<file path="config.mk">
export PLATFORM = sky130hd
export DESIGN_NAME = mm_cell
export DESIGN_NICKNAME = d
export VERILOG_FILES = /design/src/rtl/mm_pkg.sv /design/src/rtl/mm_cell.sv
export SDC_FILE = /design/constraint.sdc
export NUM_CORES = 2
export LEC_CHECK = 0
export ABC_AREA = 1
export BUFFER_PORTS_ARGS = -buffer_cell sky130_fd_sc_hd__buf_2
export CELL_PAD_IN_SITES_DETAIL_PLACEMENT = 0
export CELL_PAD_IN_SITES_GLOBAL_PLACEMENT = 2
export CORE_ASPECT_RATIO = 1.75
export CORE_MARGIN = 2
export CORE_UTILIZATION = 36
export CTS_CLUSTER_DIAMETER = 30
export DETAILED_ROUTE_END_ITERATION = 6
export MAX_ROUTING_LAYER = met4
export PLACE_DENSITY_LB_ADDON = 0.1
export SLEW_MARGIN = 20
export SYNTH_ARGS = -nofsm -noshare
export SYNTH_HDL_FRONTEND = slang
export SYNTH_SLANG_ARGS = --single-unit
</file>
<file path="constraint.sdc">
create_clock -name i_clk -period 7.3 [get_ports i_clk]
set_input_delay 0.365 -clock i_clk [delete_from_list [all_inputs] [get_ports i_clk]]
set_output_delay 0.365 -clock i_clk [all_outputs]
set_load 0.01 [all_outputs]
</file>
<file path="src/rtl/mm_pkg.sv">
// Shared types and constants for the fixed-point matrix multiplier.
`timescale 1ns / 1ps

package mm_pkg;

    localparam int VAL_W     = 32;  // Q16.16 element width
    localparam int OP_W      = 2;
    localparam int POS_W     = 3;   // row / col fields
    localparam int CFG_W     = 4;   // dimension registers
    localparam int CFG_IDX_W = 2;

    typedef logic [OP_W-1:0]      t_op;
    typedef logic [CFG_IDX_W-1:0] t_cfg_idx;

    localparam t_op OP_LOAD_LEFT  = 2'd0;
    localparam t_op OP_LOAD_RIGHT = 2'd1;
    localparam t_op OP_MULTIPLY   = 2'd2;

    localparam t_cfg_idx CFG_LEFT_ROWS  = 2'd0;
    localparam t_cfg_idx CFG_LEFT_COLS  = 2'd1;
    localparam t_cfg_idx CFG_RIGHT_ROWS = 2'd2;
    localparam t_cfg_idx CFG_RIGHT_COLS = 2'd3;

    // Control tag that travels down the cell chain with each left element.
    typedef struct packed {
        logic valid;
        logic first;  // k == 0: restart the accumulator
        logic last;   // k == inner dimension - 1
    } t_mm_ctl;

endpackage

</file>
<file path="src/rtl/mm_cell.sv">
// One column cell: right-matrix column bank, multiplier and accumulator.
`timescale 1ns / 1ps

module mm_cell import mm_pkg::*; #(
    parameter int MAX_DIM = 8,
    parameter int ACC_W   = 67
) (
    input  logic                         i_clk,
    input  logic                         i_rst_n,
    // bank write (right matrix column)
    input  logic                         i_we,
    input  logic [$clog2(MAX_DIM)-1:0]   i_waddr,
    input  logic [VAL_W-1:0]             i_wdata,
    // left element stream from the upstream neighbor
    input  t_mm_ctl                      i_ctl,
    input  logic [$clog2(MAX_DIM)-1:0]   i_k,
    input  logic signed [VAL_W-1:0]      i_a,
    output t_mm_ctl                      o_ctl,
    output logic [$clog2(MAX_DIM)-1:0]   o_k,
    output logic signed [VAL_W-1:0]      o_a,
    // accumulator unload chain toward cell 0
    input  logic                         i_shift,
    input  logic signed [ACC_W-1:0]      i_acc,
    output logic signed [ACC_W-1:0]      o_acc
);

    logic [VAL_W-1:0]                 r_bank [MAX_DIM];
    t_mm_ctl                          r_ctl;
    t_mm_ctl                          r_pctl;
    logic [$clog2(MAX_DIM)-1:0]       r_k;
    logic signed [VAL_W-1:0]          r_a;
    logic signed [VAL_W-1:0]          r_b;
    logic signed [2*VAL_W-1:0]        r_prod;
    logic signed [ACC_W-1:0]          r_acc;

    // bank and data path, no reset needed
    always_ff @(posedge i_clk) begin
        if (i_we) begin
            r_bank[i_waddr] <= i_wdata;
        end
        r_b    <= r_bank[i_k];
        r_a    <= i_a;
        r_k    <= i_k;
        r_prod <= r_a * r_b;
    end

    always_ff @(posedge i_clk) begin
        if (!i_rst_n) begin
            r_ctl  <= '0;
            r_pctl <= '0;
        end else begin
            r_ctl  <= i_ctl;
            r_pctl <= r_ctl;
        end
    end

    always_ff @(posedge i_clk) begin
        priority if (i_shift) begin
            r_acc <= i_acc;
        end else if (r_pctl.valid) begin
            r_acc <= r_pctl.first ? ACC_W'(r_prod) : r_acc + ACC_W'(r_prod);
        end
    end

    assign o_ctl = r_ctl;
    assign o_k   = r_k;
    assign o_a   = r_a;
    assign o_acc = r_acc;

endmodule

</file>
Word-level counts from Yosys, hierarchy flattened:

Memories as Yosys holds them, arrays and structs flattened. A register that Yosys moved wholly into a read port is not among the register bits.
Index checks and enable logic that the tools add are counted.

* add/subtract/negate cells: 1
* multiplexer cells: 5
* $mul: 1
* reductions and logical operators: 1

Operators with widths (number)
* $mux W67: 3
* $add A67 B64 Y67: 1
* $mul A32 B32 Y64: 1
* $mux W1: 2
* $reduce_bool A2 Y1: 1

* memories: 1
* memory bits (writable): 256
* flip-flop bits (word level): 171
* word-level logic and storage cells: 18
* input bits: 144

Memories
* r_bank: words 8, width 32, read ports 1, clocked after Yosys merged registers in 1, wr ports 1, RTL line mm_cell.sv:27 `logic [VAL_W-1:0] r_bank [MAX_DIM];`

Depth between registers and ports, before layout:

* depth after elaboration: 4
* depth in mapped cells: 31
* mapped depth without buffers: 30

Worst setup path after synthesis:

Ideal clock, no wire load.

* path type: flip-flop to flip-flop
* start: register r_a[31], in the netlist o_a[31]
* end: register r_prod[60]
* setup slack: 0.060 ns
* path buffers: 1
* setup time: 0.120 ns
* period minus slack after synthesis: 7.240 ns
* stages on the path, launching flop included: 27
* arrival time: 7.120 ns
* cells stage by stage: dfxtp_1 clkbuf_1 nand2_1 inv_1 fa_1 inv_1 fa_1 fa_1 inv_1 fa_1 inv_1 fa_1 inv_1 fa_1 inv_1 fa_1 inv_1 fa_1 ha_1 a21oi_1 a21boi_0 o21ai_0 nand2_1 o2111ai_1 a21oi_1 nand2_1 xor2_1

* cells in the longest elaborated chain, start to end: 1

RTL lines
* start: declaration: RTL line mm_cell.sv:31 `logic signed [VAL_W-1:0] r_a;`
* start signal: assignment: RTL line mm_cell.sv:42 `r_a <= i_a;`
* $mul A32 B32 Y64: RTL line mm_cell.sv:44 `r_prod <= r_a * r_b;`
* end signal: assignment: RTL line mm_cell.sv:44
* end: declaration: RTL line mm_cell.sv:33 `logic signed [2*VAL_W-1:0] r_prod;`

No other way between the ends.
A chain may end at the register's enable or synchronous reset.

Worst setup path in the final report:

* start: register r_b[5], read port of r_bank
* end: register r_prod[50]

* cells in the longest elaborated chain, start to end: 1

RTL lines
* start: declaration: RTL line mm_cell.sv:32 `logic signed [VAL_W-1:0] r_b;`
* $mul A32 B32 Y64: RTL line mm_cell.sv:44

No other way between the ends.

==> metrics <==
outcome completed; final wirelength 216 mm; maxcap violations 0; remaining global-route overflow 0; CP delay by family, top adder cells; CP Max Fanout 10; crit path DAT 7.66 ns; ys async rst share 0; CP startpoint kind flop; post-synthesis instance total 7003; DIE AREA 0.167 mm2; CP Class reg2reg; M3 GR Usage 0.0226; Final HPWL DP 174 mm; Synthesized Nets 8480; Slew headroom 0.338; GRT met1 Usage 0.251; Placer Congestion 0.961; busiest grt layer met2; DR pass1 iterations 5; number of synthesized flops with an enable pin 323; worst hold path type in2reg; Post-Synth Adder-Cell Area 0.421; Synth Area in Compound Gates 0.0583; Setup-failing EPs final 0; area share of the largest cell type after synthesis 0.368; mux cell area share after synthesis 0; worst-case clock skew 0.0428 ns; core footprint 0.163 mm2; most frequent cells in the layout 1762 x inv_1, 1624 x nand2_1, 1073 x fa_1, 561 x nor2_1, 323 x edfxtp_1; Setup crit end kind flop; CP max-delay cell fa_1; CTS tree done; cell taking the most area after synthesis fa_1; vias post-DR 46729; R2R setup slack 0.20 ns; Worst Tran Pin Value 0.983 ns; register area share after synthesis 0.211; CTS max path bufs 3; most common cell after layout, fill and taps aside inv_1; first-pass GRT wire length 318 mm; max incr delay on CP 0.58 ns; top cells by area, synth fa_1 37%, edfxtp_1 16%, inv_1 11%; IO Count 249; highest clock rate 141 MHz; CP dominant cell by count fa_1; Slew Viols, Final 0; initial antenna violation count 3; average cell area after synthesis 8.41 um2; Crit path buffers/inverters 7; Syn Std Cell Area 0.0589 mm2; Top FF cell, synth edfxtp_1; final std cells w/o fill 9810; Syn-to-layout area delta 19.9%; worst path cell trace buf_12 -> buf_4 -> buf_4 -> nand2_1 -> inv_1 -> fa_1 -> fa_1 -> fa_1 -> inv_1 -> fa_1 -> inv_1 -> fa_1 -> fa_1 -> fa_1 -> fa_1 -> ha_1 -> nand2_1 -> nor2_2 -> inv_1 -> nor4_4 -> nand2_1 -> nand3_4 -> a21oi_4 -> xnor2_2; Post-Synth Simple-Gate Area 0.165; DR WL/cell 22.0 um; GR Util met2 0.536; Netlist cell types 48; vias in the first global route 51939; Die Y 539 um; Worst-path clk slew 0.05 ns; port bufs 248; register bit total from synthesis 459; CTS HTree Levels 3; RSZ-0062 raised after global routing true; Final Hold Fails 0; Inst Count DP 9471; number of routed nets with antenna violations 0; proportion of layout cells with a drive suffix above 1 0.120; largest net degree at the start of global routing 89; Nets 9030; Worst Path Required 7.87 ns; Synth Warn # 0; Residual DRC 0; Clk Latency, worst-skew pair 0.70 ns; Initial DRC Count 1970; post-synthesis xor/xnor area fraction 0.0137; Die X 310 um; Num CTS Buffers 90; fin crit period 7.10 ns; largest family of logic cells by synthesized area adder cells; Final period util 0.972; clk sinks 459; Initial Utilization 0.362; GRT Total Usage 0.268; Vias/cell 4.76; row count 196; clock root buffer clkbuf_16
==> sequential cells by signal (all words and copies together), names as in the netlist <==
signal and flops:
o_acc 67, r_prod 64, r_bank 256, o_a 32, r_pctl 2, r_b 32, o_k 3, o_ctl 3
==> layout make-up <==
type / instances / area (um2)
clock buffer: 112 / 2510
antenna: 1 / 2.50
fill: 16409 / 92000
tap: 2178 / 2730
clock inverter: 58 / 787
multi-input combinational: 4495 / 39100
timing repair buffer: 725 / 6280
inverter: 1782 / 6700
sequential: 459 / 12500
==> cell families (layout without fill, tap and decap cells) <==
kind of cell,Yosys count,after routing
other cells,0,1
xor+xnor,91,91
fa+ha+maj,1333,1333
buf+inv,2049,2677
simple gates,2447,2447
compound gates,624,624
flops,459,459
==> cell usage after synthesis, types with 15 or more instances <==
cell / n
inv_1: 1770
nand2_1: 1625
fa_1: 1083
nor2_1: 577
edfxtp_1: 323
o21ai_0: 278
clkbuf_1: 251
ha_1: 250
a21oi_1: 175
dfxtp_1: 136
nand3_1: 134
xor2_1: 58
a31oi_1: 47
o22ai_1: 32
xnor2_1: 32
o21bai_1: 30
a21o_1: 19
nand4_1: 18
o21ai_1: 16
nand2_2: 15
==> routing by layer <==
| layer | vias to the layer above | routed length [um] |
|---|---|---|
| li1 | 21766 | - |
| met1 | 23547 | 72400 |
| met2 | 955 | 126000 |
| met3 | 461 | 5780 |
| met4 | 0 | 12100 |
| met5 | - | 0 |
==> per-stage QoR <==
stage                util  setup TNS [ns]  hold slack (ns)  setup WS [ns]  instance area (um2)
finish              0.434               0           0.0391          0.204                70600
global route        0.434         -0.0653           0.0480        -0.0323                70600
detailed placement  0.400          -0.278            0.444         -0.179                65000
global placement    0.400          -0.372            0.437         -0.213                65000
CTS                 0.430               0           0.0160         0.0128                69900
floorplan               -               0            0.393         0.0599                58900
==> worst register-to-register path, cell delays in order, from the launching register on <==
cell and delay [ns]:
dfxtp_4 0.38, buf_12 0.15, buf_4 0.15, buf_4 0.13, nand2_1 0.05, inv_1 0.05
fa_1 0.58, fa_1 0.47, fa_1 0.52, inv_1 0.05, fa_1 0.47, inv_1 0.05
fa_1 0.48, fa_1 0.52, fa_1 0.58, fa_1 0.46, ha_1 0.40, nand2_1 0.14
nor2_2 0.17, inv_1 0.12, nor4_4 0.40, nand2_1 0.16, nand3_4 0.12, a21oi_4 0.09
xnor2_2 0.27
==> path summary, 6_finish.rpt <==
kind,from,to,cells past startpoint
setup reg to reg,r_b[5],r_prod[50],24
hold / removal,i_acc[51],o_acc[51],3
setup / recovery,r_b[5],r_prod[50],24
hold reg to reg,o_ctl[2],r_pctl[2],2
==> timing repair <==
item,CTS,global route
endpoints found under the setup margin,9,28
hold buffers,138,0
pin swaps,2,11
setup buffers,1,17
hold endpoints to repair,360,0
cloned,3,9
resized for setup,17,92
Power is not shown: default switching activity piles up to over one toggle a cycle in this logic, so the estimate is an artifact.
